<file path="config.mk">
export PLATFORM = sky130hd
export DESIGN_NAME = binary_signature_scanner_flat
export DESIGN_NICKNAME = d
export VERILOG_FILES = /design/src/bss_pkg.sv /design/src/bss_channels.sv /design/src/binary_signature_scanner.sv /design/src/bss_window.sv /design/src/bss_matcher.sv /design/src/flat_wrapper.sv
export VERILOG_INCLUDE_DIRS = /design/src /design/src/src
export SDC_FILE = /design/constraint.sdc
export NUM_CORES = 1
export LEC_CHECK = 0
export BUFFER_PORTS_ARGS = -buffer_cell sky130_fd_sc_hd__buf_2
export CAP_MARGIN = 20
export CORE_UTILIZATION = 30
export CTS_CLUSTER_SIZE = 14
export DETAILED_ROUTE_END_ITERATION = 7
export GPL_ROUTABILITY_DRIVEN = 1
export PLACE_DENSITY = 0.55
export SLEW_MARGIN = 25
export SYNTH_ARGS = -nofsm -noshare
export SYNTH_HDL_FRONTEND = slang
export SYNTH_SLANG_ARGS = --single-unit
export TNS_END_PERCENT = 50
</file>
<file path="constraint.sdc">
create_clock -name clk -period 6.4 [get_ports clk]
set_input_delay 0.32 -clock clk [delete_from_list [all_inputs] [get_ports clk]]
set_output_delay 0.32 -clock clk [all_outputs]
set_load 0.05 [all_outputs]
</file>
<file path="src/binary_signature_scanner_macros.svh">
// Assertion macros for the binary signature scanner.
// Used by the top level; needs nothing else.
`ifndef BINARY_SIGNATURE_SCANNER_MACROS_SVH
`define BINARY_SIGNATURE_SCANNER_MACROS_SVH

// Same-cycle implication, held off during reset.
`define BSS_ASSERT_NOW(label, clk, rst_n, ante, cons, msg) \
	label: assert property (@(posedge clk) disable iff (!rst_n) (ante) |-> (cons)) \
		else $error(msg);

// Next-cycle implication, held off during reset.
`define BSS_ASSERT_NEXT(label, clk, rst_n, ante, cons, msg) \
	label: assert property (@(posedge clk) disable iff (!rst_n) (ante) |=> (cons)) \
		else $error(msg);

`endif

</file>
<file path="src/bss_pkg.sv">
// Package for the binary signature scanner: widths, defaults, signature tables
// and the match status struct. Depends on nothing.
`default_nettype none

package bss_pkg;

	localparam int BYTE_W                = 8;
	localparam int MASK_W                = 24;
	localparam int TABLE_COUNT           = 24;
	localparam int SIG_TABLE_LEN         = 22;
	localparam int NUM_SIGNATURES_DEF    = 24;
	localparam int MAX_SIGNATURE_LEN_DEF = 22;
	localparam int CODE_LEN              = 3;

	// Signature bytes, right-justified: byte 0 is the last character.
	typedef logic [SIG_TABLE_LEN-1:0][BYTE_W-1:0] sig_bytes_t;
	typedef logic [CODE_LEN-1:0][BYTE_W-1:0]      code_bytes_t;

	// mov cr0, rax
	localparam code_bytes_t CODE_SIG = 24'h0F22C0;

	localparam sig_bytes_t SIG_TABLE [TABLE_COUNT] = '{
		"/rep\x74ile/rep\x74ile",
		"KHOOK_",
		"is_proc_in\x76isible",
		"ROOTKIT syscal\x6c_table",
		"ROOTKIT sys_cal\x6c_table",
		"un_hija\x63k_execve",
		"Giving r00t",
		"[?] SCT:",
		"Example Rootkit",
		"givemeroot",
		" lilyof\x74hevalley",
		" u want to hide",
		"diamorp\x68ine_",
		"m0na\x64",
		"LKM rootkit",
		"_back\x64oor_user",
		"/home/haxor",
		"/etc/secretshadow",
		"hide pid command",
		"hide file command",
		"asm_hoo\x6b_remove_all",
		"r00tkit",
		"r00tk1t",
		"mo\x64ule_hide"
	};

	localparam int SIG_LEN [TABLE_COUNT] = '{
		16, 6, 17, 21, 22, 16, 11, 8, 15, 10, 16, 15,
		12, 5, 11, 14, 11, 17, 16, 17, 19, 7, 7, 11
	};

	// Per-byte match status from the comparator bank
	typedef struct packed {
		logic              code_hit;
		logic [MASK_W-1:0] str_hit;
	} match_t;

endpackage

`default_nettype wire

</file>
<file path="src/bss_channels.sv">
// Valid/ready channel interfaces: image byte beats in, scan result beats out.
// Depends on bss_pkg.
`default_nettype none

interface bss_byte_if import bss_pkg::*; ();
	logic              valid;
	logic              ready;
	logic [BYTE_W-1:0] image_byte;
	logic              in_text_region;
	logic              last_byte;

	modport source (output valid, image_byte, in_text_region, last_byte, input ready);
	modport sink   (input valid, image_byte, in_text_region, last_byte, output ready);
endinterface

interface bss_result_if import bss_pkg::*; ();
	logic              valid;
	logic              ready;
	logic              code_signature_hit;
	logic [MASK_W-1:0] string_hit_mask;
	logic              reject;

	modport source (output valid, code_signature_hit, string_hit_mask, reject, input ready);
	modport sink   (input valid, code_signature_hit, string_hit_mask, reject, output ready);
endinterface

`default_nettype wire

</file>
<file path="src/binary_signature_scanner.sv">
// Result: the last image byte passes the input register, then the result register.
// Throughput: one image byte per cycle; the input register and result register
// part the two sides, so bytes keep flowing while a result waits, and only a
// further last byte stalls until the result register is taken.
// Reset: arst_n clears the window, hit flags and valid bits; region starts as text.
`default_nettype none

`include "binary_signature_scanner_macros.svh"

module binary_signature_scanner import bss_pkg::*; #(
	parameter int NUM_SIGNATURES    = NUM_SIGNATURES_DEF,
	parameter int MAX_SIGNATURE_LEN = MAX_SIGNATURE_LEN_DEF
) (
	input  logic        clk,
	input  logic        arst_n,
	bss_byte_if.sink    in_bytes,
	bss_result_if.source result
);

	localparam int HIST_DEPTH = MAX_SIGNATURE_LEN - 1;
	localparam int FILL_W     = $clog2(HIST_DEPTH + 1);

	logic              valid_s1;
	logic [BYTE_W-1:0] byte_s1;
	logic              text_s1;
	logic              last_s1;

	logic                              adv;
	logic                              out_free;
	logic [HIST_DEPTH-1:0][BYTE_W-1:0] hist;
	logic [FILL_W-1:0]                 fill;
	match_t                            hits;

	logic              code_hit_q;
	logic [MASK_W-1:0] str_hits_q;
	logic              out_valid_q;
	logic              out_code_q;
	logic [MASK_W-1:0] out_mask_q;
	logic              out_reject_q;
	logic              code_all;
	logic [MASK_W-1:0] mask_all;

	// handshake: only a last byte waits, and only on a full result register
	assign out_free       = !out_valid_q || result.ready;
	assign adv            = valid_s1 && (!last_s1 || out_free);
	assign in_bytes.ready = !valid_s1 || adv;

	// input register
	always_ff @(posedge clk or negedge arst_n) begin
		if (!arst_n) begin
			valid_s1 <= 1'b0;
		end else if (in_bytes.ready) begin
			valid_s1 <= in_bytes.valid;
		end
	end

	always_ff @(posedge clk) begin
		if (in_bytes.ready && in_bytes.valid) begin
			byte_s1 <= in_bytes.image_byte;
			text_s1 <= in_bytes.in_text_region;
			last_s1 <= in_bytes.last_byte;
		end
	end

	bss_window #(
		.HIST_DEPTH(HIST_DEPTH)
	) u_window (
		.clk      (clk),
		.arst_n   (arst_n),
		.step     (adv),
		.cur_byte (byte_s1),
		.text     (text_s1),
		.last     (last_s1),
		.hist     (hist),
		.fill     (fill)
	);

	bss_matcher #(
		.NUM_SIGNATURES(NUM_SIGNATURES),
		.HIST_DEPTH    (HIST_DEPTH)
	) u_matcher (
		.cur_byte (byte_s1),
		.text     (text_s1),
		.hist     (hist),
		.fill     (fill),
		.hits     (hits)
	);

	// image totals including this byte
	assign code_all = code_hit_q | hits.code_hit;
	assign mask_all = str_hits_q | hits.str_hit;

	// hit accumulators, cleared after the last byte
	always_ff @(posedge clk or negedge arst_n) begin
		if (!arst_n) begin
			code_hit_q <= 1'b0;
			str_hits_q <= '0;
		end else if (adv) begin
			if (last_s1) begin
				code_hit_q <= 1'b0;
				str_hits_q <= '0;
			end else begin
				code_hit_q <= code_all;
				str_hits_q <= mask_all;
			end
		end
	end

	// result register
	always_ff @(posedge clk or negedge arst_n) begin
		if (!arst_n) begin
			out_valid_q <= 1'b0;
		end else if (adv && last_s1) begin
			out_valid_q <= 1'b1;
		end else if (result.ready) begin
			out_valid_q <= 1'b0;
		end
	end

	always_ff @(posedge clk) begin
		if (adv && last_s1) begin
			out_code_q   <= code_all;
			out_mask_q   <= mask_all;
			out_reject_q <= code_all || (mask_all != '0);
		end
	end

	assign result.valid              = out_valid_q;
	assign result.code_signature_hit = out_code_q;
	assign result.string_hit_mask    = out_mask_q;
	assign result.reject             = out_reject_q;

	// checks
	`BSS_ASSERT_NOW(a_stall_only_on_last, clk, arst_n, !in_bytes.ready,
		valid_s1 && last_s1 && out_valid_q && !result.ready,
		"input stalled without a last byte waiting on a full result register")
	`BSS_ASSERT_NEXT(a_clear_after_last, clk, arst_n, adv && last_s1,
		!code_hit_q && (str_hits_q == '0) && out_valid_q,
		"hit state not cleared or result missing after the last byte")
	`BSS_ASSERT_NOW(a_reject_consistent, clk, arst_n, out_valid_q,
		out_reject_q == (out_code_q || (out_mask_q != '0)),
		"reject flag disagrees with the hit fields")

endmodule

`default_nettype wire

</file>
<file path="src/bss_window.sv">
// Match window: byte history shift line, fill count and region tracking.
// Depends on bss_pkg.
`default_nettype none

module bss_window import bss_pkg::*; #(
	parameter int HIST_DEPTH = MAX_SIGNATURE_LEN_DEF - 1,
	localparam int FILL_W    = $clog2(HIST_DEPTH + 1)
) (
	input  logic                             clk,
	input  logic                             arst_n,
	input  logic                             step,
	input  logic [BYTE_W-1:0]                cur_byte,
	input  logic                             text,
	input  logic                             last,
	output logic [HIST_DEPTH-1:0][BYTE_W-1:0] hist,
	output logic [FILL_W-1:0]                fill
);

	logic [HIST_DEPTH-1:0][BYTE_W-1:0] hist_q;
	logic [FILL_W-1:0]                 fill_q;
	logic                              prev_text_q;
	logic [FILL_W-1:0]                 fill_next;

	// window restarts on a region change
	assign fill = (text != prev_text_q) ? '0 : fill_q;
	assign hist = hist_q;

	// saturating fill count
	assign fill_next = (fill == FILL_W'(HIST_DEPTH)) ? fill : fill + FILL_W'(1);

	// history shift line, newest byte at entry 0; gated by fill, so no reset
	always_ff @(posedge clk) begin
		if (step) begin
			hist_q <= {hist_q[HIST_DEPTH-2:0], cur_byte};
		end
	end

	// fill and region state; cleared after the last byte of an image
	always_ff @(posedge clk or negedge arst_n) begin
		if (!arst_n) begin
			fill_q      <= '0;
			prev_text_q <= 1'b1;
		end else if (step) begin
			if (last) begin
				fill_q      <= '0;
				prev_text_q <= 1'b1;
			end else begin
				fill_q      <= fill_next;
				prev_text_q <= text;
			end
		end
	end

endmodule

`default_nettype wire

</file>
<file path="src/bss_matcher.sv">
// Parallel comparator bank: checks the current byte plus history against the
// code signature and the text signature table. Depends on bss_pkg.
`default_nettype none

module bss_matcher import bss_pkg::*; #(
	parameter int NUM_SIGNATURES = NUM_SIGNATURES_DEF,
	parameter int HIST_DEPTH     = MAX_SIGNATURE_LEN_DEF - 1,
	localparam int FILL_W        = $clog2(HIST_DEPTH + 1)
) (
	input  logic [BYTE_W-1:0]                 cur_byte,
	input  logic                              text,
	input  logic [HIST_DEPTH-1:0][BYTE_W-1:0] hist,
	input  logic [FILL_W-1:0]                 fill,
	output match_t                            hits
);

	// history entries that a table signature can reach
	localparam int CMP_N = (HIST_DEPTH < SIG_TABLE_LEN - 1) ? HIST_DEPTH : SIG_TABLE_LEN - 1;

	always_comb begin
		logic ok;
		hits = '0;

		// code signature, text bytes only
		ok = text && (int'(fill) >= CODE_LEN - 1) && (cur_byte == CODE_SIG[0]);
		for (int i = 0; i < CODE_LEN - 1; i++) begin
			ok = ok && (hist[i] == CODE_SIG[i+1]);
		end
		hits.code_hit = ok;

		// text signatures, read-only data bytes only
		for (int k = 0; k < TABLE_COUNT; k++) begin
			ok = !text && (k < NUM_SIGNATURES)
				&& (SIG_LEN[k] - 1 <= int'(fill))
				&& (SIG_LEN[k] - 1 <= HIST_DEPTH)
				&& (cur_byte == SIG_TABLE[k][0]);
			for (int i = 0; i < CMP_N; i++) begin
				if (i + 1 < SIG_LEN[k]) begin
					ok = ok && (hist[i] == SIG_TABLE[k][i+1]);
				end
			end
			hits.str_hit[k] = ok;
		end
	end

endmodule

`default_nettype wire
</file>
<file path="src/flat_wrapper.sv">
// flat-port wrapper written by rule: the top's interface ports become plain ports
module binary_signature_scanner_flat import bss_pkg::*;
#(
	parameter int NUM_SIGNATURES    = NUM_SIGNATURES_DEF,
	parameter int MAX_SIGNATURE_LEN = MAX_SIGNATURE_LEN_DEF
)
  (clk, arst_n, in_bytes_valid, in_bytes_image_byte, in_bytes_in_text_region, in_bytes_last_byte, in_bytes_ready, result_valid, result_code_signature_hit, result_string_hit_mask, result_reject, result_ready);
  bss_byte_if in_bytes_i ();
  bss_result_if result_i ();
  input  logic clk;
  input  logic arst_n;
  input wire logic [$bits(in_bytes_i.valid)-1:0] in_bytes_valid;
  input wire logic [$bits(in_bytes_i.image_byte)-1:0] in_bytes_image_byte;
  input wire logic [$bits(in_bytes_i.in_text_region)-1:0] in_bytes_in_text_region;
  input wire logic [$bits(in_bytes_i.last_byte)-1:0] in_bytes_last_byte;
  output wire logic [$bits(in_bytes_i.ready)-1:0] in_bytes_ready;
  output wire logic [$bits(result_i.valid)-1:0] result_valid;
  output wire logic [$bits(result_i.code_signature_hit)-1:0] result_code_signature_hit;
  output wire logic [$bits(result_i.string_hit_mask)-1:0] result_string_hit_mask;
  output wire logic [$bits(result_i.reject)-1:0] result_reject;
  input wire logic [$bits(result_i.ready)-1:0] result_ready;
  assign in_bytes_i.valid = in_bytes_valid;
  assign in_bytes_i.image_byte = in_bytes_image_byte;
  assign in_bytes_i.in_text_region = in_bytes_in_text_region;
  assign in_bytes_i.last_byte = in_bytes_last_byte;
  assign in_bytes_ready = in_bytes_i.ready;
  assign result_valid = result_i.valid;
  assign result_code_signature_hit = result_i.code_signature_hit;
  assign result_string_hit_mask = result_i.string_hit_mask;
  assign result_reject = result_i.reject;
  assign result_i.ready = result_ready;
  binary_signature_scanner #(.NUM_SIGNATURES(NUM_SIGNATURES), .MAX_SIGNATURE_LEN(MAX_SIGNATURE_LEN)) u_core (.clk(clk), .arst_n(arst_n), .in_bytes(in_bytes_i), .result(result_i));
endmodule
</file>
# --- After elaboration in Yosys (flattened, before gate mapping) ---
# Index checks and enable logic that the tools add are counted.
totals:
  word_cells: 620
  regBits: 237
classes:
  bitwise_logic: 2
  n_lt_le_gt_ge: 15
  reduce_logical: 348
  eq_ne: 213
  n_mux: 8
  n_addsub: 1
op_table:
  columns: ["operator", "count"]
  rows:
  - ["$eq 8x7->1 const B", 187]
  - ["$logic_and 1x1->1", 338]
  - ["$eq 8x6->1 const B", 22]
  - ["$le 4x5->1 const A", 6]
  - ["$mux 24", 1]
  - ["$or 24x24->24", 1]
  - ["$reduce_bool 24->1", 1]
  - ["$le 3x5->1 const A", 4]
  - ["$le 5x5->1 const A", 4]
  - ["$mux 5", 3]
  - ["$eq 8x4->1 const B", 1]
  - ["$eq 8x8->1 const B", 1]
  - ["$add 5x1->5 const B", 1]
  - ["$eq 5x5->1 const B", 1]
  - ["$ge 5x2->1 const B", 1]
  - ["$logic_not 1->1", 4]
  - ["$logic_or 1x1->1", 4]
  - ["$mux 1", 4]
  - ["$reduce_bool 2->1", 1]
  - ["$ne 1x1->1", 1]
  - ["$or 1x1->1", 1]

# --- Logic depth before layout (Yosys ltp) ---
# Gate-level depths: netlist of the first run.
depth:
  ltp_word: 29
  depth_mapped: 13
  depth_no_buf: 12

# --- By module ---
# From an unflattened synthesis of the first run, not the netlist that was laid out.
unflattened:
  cells_unflattened: 885
  hier_area_um2: 10941.7
by_module_without_submodules:
  columns: ["mod", "area_each_um2", "cells_per_inst", "seq_area_each_um2", "n_inst"]
  rows:
  - ["bss_window", 5405.2, 208, 5196.2, 1]
  - ["bss_matcher", 3243.1, 511, 0.0, 1]
  - ["binary_signature_scanner", 2293.4, 166, 1756.7, 1]

# --- Worst setup path after synthesis of the first run ---
# No wires, ideal clock.
synth_path:
  path_type: "register to register"
  startpoint: "register u_core.out_valid_q, in the netlist u_core.result.valid"
  endpoint: "register u_core.u_window.prev_text_q"
  t_arrival_ps: 6363
  n_path_buf: 1
  required_time_ps: 6315
  path_stages_with_launch: 7
  slack_ps: -48
  path_cell_list: "dfrtp_1 -> nand3b_1 -> nand2_1 -> clkinv_1 -> clkbuf_1 -> o21ai_0 -> nand2_1"
synth_between:
  elab_chain_len: 4
synth_rtl:
  columns: ["element", "line_no", "text"]
  rows:
  - ["start, declared", "binary_signature_scanner.sv:36", "logic out_valid_q;"]
  - ["start signal, assigned", "binary_signature_scanner.sv:112", "out_valid_q <= 1'b0;"]
  - ["start signal, assigned", "binary_signature_scanner.sv:114", "out_valid_q <= 1'b1;"]
  - ["start signal, assigned", "binary_signature_scanner.sv:116", "out_valid_q <= 1'b0;"]
  - ["$logic_not 1->1", "binary_signature_scanner.sv:44", "assign out_free = !out_valid_q || result.ready;"]
  - ["$logic_or 1x1->1", "binary_signature_scanner.sv:44", null]
  - ["$logic_or 1x1->1", "binary_signature_scanner.sv:45", "assign adv = valid_s1 && (!last_s1 || out_free);"]
  - ["$logic_and 1x1->1", "binary_signature_scanner.sv:45", null]
  - ["named net u_core.adv", "binary_signature_scanner.sv:28", "logic adv;"]
  - ["end signal, assigned", "bss_window.sv:49", "prev_text_q <= text;"]
  - ["end, declared", "bss_window.sv:21", "logic prev_text_q;"]
# The timed path passes the listed nets, and every way through them passes these cells.
# A chain may end at the register's enable or synchronous reset.

# --- Worst setup path in the final report of the first run ---
layout_path:
  startpoint: "register u_core.text_s1"
  endpoint: "register u_core.out_reject_q, in the netlist u_core.result.reject, data pin"
layout_rtl:
  columns: ["element", "line_no", "text"]
  rows:
  - ["start, declared", "binary_signature_scanner.sv:25", "logic text_s1;"]
  - ["start signal, assigned", "binary_signature_scanner.sv:60", "text_s1 <= in_bytes.in_text_region;"]
  - ["$ne 1x1->1", "bss_window.sv:25", "assign fill = (text != prev_text_q) ? '0 : fill_q;"]
  - ["$mux 5", "bss_window.sv:25", null]
  - ["$le 5x5->1", "bss_matcher.sv:34", "&& (SIG_LEN[k] - 1 <= int'(fill))"]
  - ["$logic_and 1x1->1 (*)", "bss_matcher.sv:34", null]
  - ["$logic_and 1x1->1 (*)", "bss_matcher.sv:36", "&& (cur_byte == SIG_TABLE[k][0]);"]
  - ["$logic_and 1x1->1 (*) (20 in series)", "bss_matcher.sv:39", "ok = ok && (hist[i] == SIG_TABLE[k][i+1]);"]
  - ["$or 24x24->24 (*)", "binary_signature_scanner.sv:91", "assign mask_all = str_hits_q | hits.str_hit;"]
  - ["named net u_core.mask_all[3]", "binary_signature_scanner.sv:41", "logic [MASK_W-1:0] mask_all;"]
  - ["$reduce_bool 24->1 (*)", "binary_signature_scanner.sv:124", "out_reject_q <= code_all || (mask_all != '0);"]
  - ["$logic_or 1x1->1 (*)", "binary_signature_scanner.sv:124", null]
  - ["end signal, assigned", "binary_signature_scanner.sv:124", null]
  - ["end, declared", "binary_signature_scanner.sv:39", "logic out_reject_q;"]
# The timed path passes the listed nets; every way through them passes the cells marked *.

==> impl_metrics.ini, run 1 <==
[logic_synthesis]
synth.avg_cell_area_um2 = 12.9
synth-edff-count = 204
async_flop_share = 0.139
ys.warnings.count = 0
synth_top_family_by_area = simple AND/OR/NAND/NOR gates
synth_xor_area_frac = 0.00157
synth-compound-area-share = 0.0532
ys_seq_area_frac = 0.622
postSynthCellCount = 869
ys_types = 75
syn_area_um2 = 11200
synth_fa_ha_area_frac = 0.00336
synth-seq-cells = 237
synthSimpleGateAreaFrac = 0.305
synthFlopType = edfxtp_1
synthMuxAreaShare = 0
synth_nets = 886

[floorplan]
rows = 70
die_w_um = 195
ios = 42
die_h_um = 195
core_region_area_um2 = 36600
initial_core_util = 0.305
die_area_um2 = 38000

[routing]
routed_wl_um = 42000
drt_pre_antenna_iters = 5
wl_per_cell_um = 29.5
first_iter_violations = 959
num_vias = 8613
drc = 0
ant_nets = 0
viasPerCell = 6.05

[sta]
skew_ns = 0.0102
tns_ns = 0
fmax_mhz = 267
hold_ws_ns = 0.394
worstMarginPinSlew_ns = 1.03
hold_viol_final = 0
setup_ws_ns = 2.66
period_minus_slack_ns = 3.74
drv_slew = 0
setup_viol = 0
fin_crit_sh = 0.584
slew_headroom = 0.310
grt_setup_unrepaired = no

[job]
max-cap-violations = 0

[clock_tree]
cts_buffers = 25
cts.sinks = 237
insertion_delay_ns = 0.54
root_buffer = clkbuf_16
ctsResizeCount = 0
ctsLongestPathBuffers = 3
cts.clk_slew.worst_paths_ns = 0.06
post_cts_buffers = 0
cts_hold_buf = 13
ctsHtreeMaxLevel = 1
tritoncts = yes

[outcome]
status = finished, final reports clean

[layout]
layout_common_cells = edfxtp_1, nand2_1, nor2_1, nand4_1, nor4_1
area_delta_synth_final_pct = 14.6
drive_above_1_share = 0.139
nets = 952
postLayoutCellArea_um2 = 12800
final_common_cell = edfxtp_1

[power]
p_per_area_nw_per_um2 = 283
power.total_mw = 3.62
ir_drop_uv = 180
p_leak_nw = 4.43

[placed_design]
globalplace.congestion = 1.02
numPortBuffers = 41
dp_hpwl_um = 31700
place_area_um2 = 11900
place_ws_ns = 2.75

[critical_path]
critPathCaptureType = flop
required_ns = 6.68
cp_slowest_stage_delay_ns = 0.71
reg2reg_depth = 11
timing.rr.end = u_core.result.reject$_DFFE_PP_
critical_path_depth = 11
critPathKind = reg -> reg
reg2reg_from = u_core.text_s1$_DFFE_PP_
critPathSlowestCell = a2111oi_0
crit_family = simple AND/OR/NAND/NOR gates
cp_max_fo = 11
startpoint_type = flop
cp-startpoint = u_core.text_s1$_DFFE_PP_
crit_chain = xnor2_1, and2_1, inv_1, ha_1, or3_1, a2111oi_0, nor3_1, a41o_1, nor3_2, and3_1, nand3_1
cp_num_buf_inv = 1
crit_arrival_ns = 4.02
reg2reg_setup_slack_ns = 2.66
endpoint = u_core.result.reject$_DFFE_PP_

[global_route]
antenna_found_initial = 1
grt_max_degree = 81
grt_pass1_wl_um = 59800
gr-usage-all-layers = 0.218
grt_pass1_vias = 8320
overflow = 0

[min_path]
hp-class = in -> async
area by class of cell:
class                   count  area, um2
inverters                  19       76.3
multi-input cells         596       4060
repair buffers             56        350
well taps                 468        586
clock inverters            14        104
clock buffers              32        672
diodes                      1       2.50
flip-flops and latches    237       6950
fillers                  3620      23800
Yosys cell counts (6+ instances only):
| library cell | n | area, um2 |
|---|---|---|
| nor4b_1 | 34 | 298 |
| dfrtp_1 | 32 | 801 |
| nand2_1 | 59 | 221 |
| and4bb_2 | 7 | 87.6 |
| nand4b_1 | 22 | 193 |
| or2_2 | 6 | 37.5 |
| nor3_1 | 41 | 205 |
| or3_1 | 10 | 62.6 |
| o21ai_0 | 13 | 65.1 |
| nor2b_1 | 18 | 113 |
| and4_1 | 7 | 61.3 |
| inv_1 | 18 | 67.6 |
| or4_1 | 7 | 52.6 |
| nor4bb_1 | 15 | 150 |
| edfxtp_1 | 204 | 6130 |
| nor3b_1 | 9 | 67.6 |
| nand4_1 | 49 | 307 |
| and4b_1 | 11 | 110 |
| nand2b_1 | 22 | 138 |
| o211a_1 | 15 | 150 |
| a21oi_1 | 8 | 40.0 |
| nand4bb_1 | 10 | 113 |
| clkbuf_1 | 12 | 45.0 |
| nand3_1 | 30 | 150 |
| nor4_1 | 45 | 282 |
| nor2_1 | 59 | 221 |
| nand3b_1 | 7 | 52.6 |
| and3_1 | 11 | 68.8 |
flip-flops by register name (all words and copies together) (netlist names):
register / cells
u_core.u_window.hist: 168
u_core.result.string_hit_mask: 24
u_core.str_hits_q: 24
u_core.byte_s1: 8
u_core.u_window.fill_q: 5
u_core.code_hit_q: 1
u_core.last_s1: 1
u_core.result.code_signature_hit: 1
u_core.result.reject: 1
u_core.result.valid: 1
u_core.text_s1: 1
u_core.u_window.prev_text_q: 1
u_core.valid_s1: 1
logic make-up (layout without fill, tap and decap cells):
group                    Yosys count  in the layout
AND/OR/NAND/NOR                  516            516
adder cells (fa/ha/maj)            3              3
flip-flops                       237            237
AO/OA/AOI/OAI                     75             75
other                              0              1
buffers and inverters             36            121
XOR/XNOR                           2              2
worst register-to-register path: cells and delay by family, from the launching register on:
family	cells	cell delay, ns
XOR/XNOR	1	0.52
AO/OA/AOI/OAI	2	0.99
AND/OR/NAND/NOR	6	1.18
adder cells (fa/ha/maj)	1	0.16
buffers and inverters	1	0.05
flip-flops	1	0.58
routing by layer:
metal / up-vias / global-route usage / wire [um]
met5: - / 0.00128 / 0
met4: 0 / 0.0954 / 2100
met3: 118 / 0.0525 / 3380
met2: 420 / 0.333 / 18400
met1: 4404 / 0.295 / 18100
li1: 3671 / - / -
worst min-delay path by stage:
stage	to	slack, ns	cells after the start
2_1_floorplan	u_core.code_hit_q$_DFFE_PN0P_	0.02	0
6_report	u_core.str_hits_q[4]$_DFFE_PN0P_	0.39	2
5_1_grt	u_core.u_window.hist[153]$_DFFE_PP_	0.46	0
4_1_cts	u_core.str_hits_q[4]$_DFFE_PN0P_	0.42	2
3_5_place_dp	u_core.u_window.hist[142]$_DFFE_PP_	0.43	0
3_3_place_gp	u_core.str_hits_q[5]$_DFFE_PN0P_	0.43	1
stage by stage:
stage / utilization / std cells
5_1_grt: 0.350 / 1422
4_1_cts: 0.350 / 1422
3_3_place_gp: 0.325 / 1363
3_5_place_dp: 0.325 / 1363
6_report: 0.350 / 1423
2_1_floorplan: - / 869
power breakdown:
| part | internal (mW) | switching [mW] | total (mW) |
|---|---|---|---|
| sequential | 1.82 | 0.177 | 1.99 |
| combinational | 0.0773 | 0.163 | 0.240 |
| clock | 0.784 | 0.606 | 1.39 |
Power figures use the tool's default switching activity.
==> run 2, diff against run 1 <==
- ABC_AREA: not set -> 1
- clock period: 6.4 -> 3.3 ns (I/O delays scaled with it)
==> impl_metrics.ini, run 2 <==
[outcome]
status = finished with violations
violations = DRC

[sta]
worstMarginPinSlew_ns = 0.827
setup_viol = 0
drv_slew = 0
period_minus_slack_ns = 2.52
skew_ns = 0.0127
slew_headroom = 0.449
fin_crit_sh = 0.764
tns_ns = 0
hold_viol_final = 0
fmax_mhz = 396
grt_setup_unrepaired = no

[global_route]
grt_max_degree = 108
gr-usage-all-layers = 0.215
overflow = 0
grt_pass1_vias = 10300
antenna_found_initial = 2
grt_pass1_wl_um = 66200

[placed_design]
numPortBuffers = 41
place_area_um2 = 13500
globalplace.congestion = 1.05
dp_hpwl_um = 36800

[power]
switchingPower_mw = 2.09
p_int_mw = 5.59
p_clk_frac = 0.403
power_frac_seq = 0.494
power.total_mw = 7.67
p_comb_frac = 0.103
p_leak_nw = 5.87
p_sw_frac = 0.272
p_per_area_nw_per_um2 = 525
ir_drop_uv = 336

[floorplan]
die_w_um = 207
die_h_um = 207
rows = 74
die_area_um2 = 42800
ios = 42
initial_core_util = 0.306
core_region_area_um2 = 41100

[logic_synthesis]
yosysTopAreaCell = edfxtp_1
synthFlopType = edfxtp_1
syn_area_um2 = 12600
ys_top_cells_by_area = edfxtp_1, nor2_1, nand2_1
synth-edff-count = 204
synth.avg_cell_area_um2 = 8.22
synth_top_area_share = 0.486
ys_seq_area_frac = 0.552
async_flop_share = 0.139
synth_nets = 1549
synth_most_common_cell = nor2_1
postSynthCellCount = 1532
ys_types = 41
synth-seq-cells = 237
yosys-top-cells-count = nor2_1, nand2_1, inv_1, edfxtp_1, nand3_1
ys.warnings.count = 0

[layout]
drive_above_1_share = 0.0963
nFillCells = 4365
area_delta_synth_final_pct = 16.0
fin_util = 0.355
largest_reg_flops = 168
postLayoutCellArea_um2 = 14600
layout_common_cells = nor2_1, nand2_1, inv_1, edfxtp_1, nand3_1
final_common_cell = nor2_1
nets = 1637

[critical_path]
startpoint_type = flop
critPathCaptureType = flop
required_ns = 3.60
critPathKind = reg -> reg
cp_max_fo = 4
crit_arrival_ns = 2.82

[clock_tree]
post_cts_buffers = 0
root_buffer = clkbuf_16
cts.sinks = 237
ctsHtreeMaxLevel = 1
cts.clk_slew.worst_paths_ns = 0.06
insertion_delay_ns = 0.56
tritoncts = yes
ctsResizeCount = 0
cts_buffers = 27
ctsLongestPathBuffers = 3

[routing]
first_iter_violations = 995
num_vias = 10600
drc = 24
viasPerCell = 4.90
routed_wl_um = 45200
drt_pre_antenna_iters = 8
wl_per_cell_um = 20.8
ant_nets = 0

[job]
max-cap-violations = 0

[min_path]
hp-class = in -> async
-- run 2: stage by stage --
stage	worst slack, ns	hold slack [ns]	std cells
floorplan	0.389	-0.131	1532
CTS	0.752	0.271	2173
global placement	0.839	0.312	2108
global route	0.510	0.308	2173
finish	0.778	0.254	2175
detailed placement	0.764	0.319	2108
-- run 2: timing repair --
| action | 4_1_cts | 5_1_grt |
|---|---|---|
| hold endpoints to repair | 44 | 0 |
| hold buffers | 15 | 0 |
| setup endpoints to repair | 0 | 0 |
-- run 2: cells by family after synthesis --
| kind of cell | share of synthesized area |
|---|---|
| compound gates | 0.0337 |
| fa+ha+maj | 0.00298 |
| buf+inv | 0.0741 |
| flops | 0.552 |
| simple gates | 0.337 |
-- run 2: path summary, 6_finish.rpt --
kind | from | endpoint | slack (ns) | cells past startpoint
worst max-delay path | u_core.u_window.prev_text_q$_DFFE_PN1P_ | u_core.result.reject$_DFFE_PP_ | 0.78 | 14
min in group clk | in_bytes_image_byte[5] | u_core.byte_s1[5]$_DFFE_PP_ | 0.32 | 2
worst min register to register | u_core.u_window.hist[142]$_DFFE_PP_ | u_core.u_window.hist[150]$_DFFE_PP_ | 0.45 | 0
max in group asynchronous | arst_n | u_core.u_window.fill_q[0]$_DFFE_PN0P_ | 2.52 | 2
worst max register to register | u_core.u_window.prev_text_q$_DFFE_PN1P_ | u_core.result.reject$_DFFE_PP_ | 0.78 | 14
worst min-delay path | arst_n | u_core.str_hits_q[20]$_DFFE_PN0P_ | 0.25 | 2
-- run 2: final cells by class --
cell class	instances	area, um2	share of cell area
multi-input combinational	1050	4710	0.322
tap	532	666	0.0456
sequential	237	6950	0.476
antenna	2	5.00	0.000342
inverter	236	893	0.0611
clock inverter	10	115	0.00788
clock buffer	40	805	0.0551
timing repair buffer	68	470	0.0322
-- run 2: layer usage --
layer,up-vias,global-route usage,wire length (um)
met3,94,0.0429,3220
met2,379,0.345,20500
met5,-,0,0
li1,5121,-,-
met1,5055,0.284,19400
met4,0,0.0884,2040
-- run 2: power groups by stage --
stage	Combinational [mW]	Clock, mW	Sequential (mW)
floorplan	0.437	0	3.83
global placement	0.764	0	3.85
detailed placement	0.764	0	3.85
CTS	0.781	3.15	3.79
global route	0.864	3.25	3.83
finish	0.790	3.09	3.79
-- run 2: worst max-delay path, cell delays in order (launching register included) --
cell	delay (ns)
dfstp_2	0.56
inv_2	0.05
nand2_2	0.11
nand2_4	0.11
nor2_4	0.14
inv_1	0.10
ha_1	0.26
nand3_1	0.10
nand3_1	0.10
nand2_1	0.14
nor2_1	0.08
nor2_1	0.18
nand3_1	0.14
nor2_2	0.11
nand3_1	0.08
==> run 3, diff against run 2 <==
- ABC_AREA: 1 -> 0
- PLACE_DENSITY: 0.55 -> 0.54
- clock period: 3.3 -> 2.5 ns (I/O delays scaled with it)
==> impl_metrics.ini, run 3 (synthesis gave the netlist of run 1 again) <==
[placed_design]
place_ws_ns = -0.480
globalplace.congestion = 0.993
dp_hpwl_um = 37300
numPortBuffers = 41
place_area_um2 = 14500
post-place-cells = 1693

[global_route]
grt_pass1_vias = 9883
overflow = 0
antenna_found_initial = 2
grt_pass1_wl_um = 66600
gr-usage-all-layers = 0.243
grt_max_degree = 94

[critical_path]
reg2reg_depth = 11
critPathKind = reg -> reg
required_ns = 2.80
reg2reg_from = u_core.u_window.prev_text_q$_DFFE_PN1P_
cp_max_fo = 4
crit_arrival_ns = 3.09
critPathSlowestCell = dfstp_2
critPathCaptureType = flop
timing.rr.end = u_core.result.reject$_DFFE_PP_
reg2reg_setup_slack_ns = -0.28
cp_common_cell = nor3_2
cp_slowest_stage_delay_ns = 0.58
crit_chain = xnor2_4, and2_4, inv_4, ha_4, or3_4, a2111oi_4, nor3_2, a41o_1, nor3_2, and3_1, nand3_1
startpoint_type = flop

[sta]
worstMarginPinSlew_ns = 0.745
drv_slew = 0
tns_ns = -0.558
setup_ws_ns = -0.284
hold_viol_final = 0
setup_viol = 6
skew_ns = 0.00886
period_minus_slack_ns = 2.78
fin_crit_sh = 1.11
slew_headroom = 0.503
fmax_mhz = 359
grt_setup_unrepaired = yes

[min_path]
hp-class = in -> async

[layout]
area_delta_synth_final_pct = 43.9
drive_above_1_share = 0.413
layout_common_cells = buf_4, edfxtp_1, nor2_1, nand2_1, nand4_1
final_common_cell = buf_4
diodes = 0
largest_reg_flops = 168
final_cells = 1773
nets = 1302
postLayoutCellArea_um2 = 16100

[power]
p_per_area_nw_per_um2 = 637
p_leak_nw = 6.41
power.total_mw = 10.2
ir_drop_uv = 498

[floorplan]
die_area_um2 = 38000
core_region_area_um2 = 36600
die_h_um = 195
ios = 42
die_w_um = 195
initial_core_util = 0.305
rows = 70

[outcome]
violations = setup timing
status = finished with violations

[clock_tree]
insertion_delay_ns = 0.56
root_buffer = clkbuf_16
cts.clk_slew.worst_paths_ns = 0.06
cts_buffers = 26
ctsLongestPathBuffers = 3
tritoncts = yes
cts.sinks = 237
ctsHtreeMaxLevel = 1

[routing]
ant_nets = 0
wl_per_cell_um = 26.1
num_vias = 9654
routed_wl_um = 46200
drt_pre_antenna_iters = 5
drc = 0
viasPerCell = 5.45
first_iter_violations = 886

[job]
max-cap-violations = 0
## run 3: power by group
group	internal [mW]	total, mW	switching (mW)
logic	0.600	1.34	0.745
clock network	2.39	4.01	1.62
registers	4.64	4.89	0.252
## run 3: what timing repair did
| item | CTS | global route |
|---|---|---|
| endpoints found under the hold margin | 44 | 0 |
| endpoints found under the setup margin | 24 | 34 |
| pin swaps | 11 | 25 |
| gates resized for setup | 23 | 53 |
| hold buffers | 14 | 0 |
| buffers inserted | 3 | 16 |
## run 3: per-layer routing
metal | track usage | wire length (um) | vias to the layer above
li1 | - | - | 4379
met3 | 0.0356 | 2750 | 92
met2 | 0.406 | 21700 | 341
met5 | 0 | 0 | -
met4 | 0.0671 | 1510 | 0
met1 | 0.327 | 20300 | 4842
## run 3: worst max-delay path: cells and delay by family (launching register included)
family,cells,cell delay (ns)
DFF,1,0.58
AOI/OAI and AO/OA,2,0.67
xor gates and xnor gates,1,0.14
buffers and inverters,1,0.04
and+or+nand+nor,6,0.97
adders and majority gates,1,0.14
## run 3: through the flow
| stage | utilization | hold WS [ns] |
|---|---|---|
| 2_1_floorplan | - | -0.171 |
| 3_3_place_gp | 0.395 | 0.240 |
| 3_5_place_dp | 0.395 | 0.229 |
| 4_1_cts | 0.428 | 0.183 |
| 5_1_grt | 0.439 | 0.245 |
| 6_report | 0.439 | 0.177 |
## run 3: cell type report
| cell class | instances | area, um2 |
|---|---|---|
| fillers | 3454 | 20500 |
| well taps | 468 | 586 |
| flip-flops and latches | 237 | 6950 |
| multi-input cells | 596 | 4490 |
| repair buffers | 405 | 3050 |
| inverters | 19 | 78.8 |
| clock buffers | 41 | 865 |
| clock inverters | 7 | 58.8 |
## run 3: how the worst max path moves through the flow
stage                                endpoint  slack, ns  depth (start not counted)                               startpoint
2_1_floorplan  u_core.result.reject$_DFFE_PP_      -0.24                         11  u_core.u_window.prev_text_q$_DFFE_PN1P_
3_3_place_gp   u_core.result.reject$_DFFE_PP_      -0.42                         10                 u_core.text_s1$_DFFE_PP_
3_5_place_dp   u_core.result.reject$_DFFE_PP_      -0.48                         11  u_core.u_window.prev_text_q$_DFFE_PN1P_
4_1_cts        u_core.result.reject$_DFFE_PP_      -0.30                         11  u_core.u_window.prev_text_q$_DFFE_PN1P_
5_1_grt        u_core.result.reject$_DFFE_PP_      -0.37                         11  u_core.u_window.prev_text_q$_DFFE_PN1P_
6_report       u_core.result.reject$_DFFE_PP_      -0.28                         11  u_core.u_window.prev_text_q$_DFFE_PN1P_
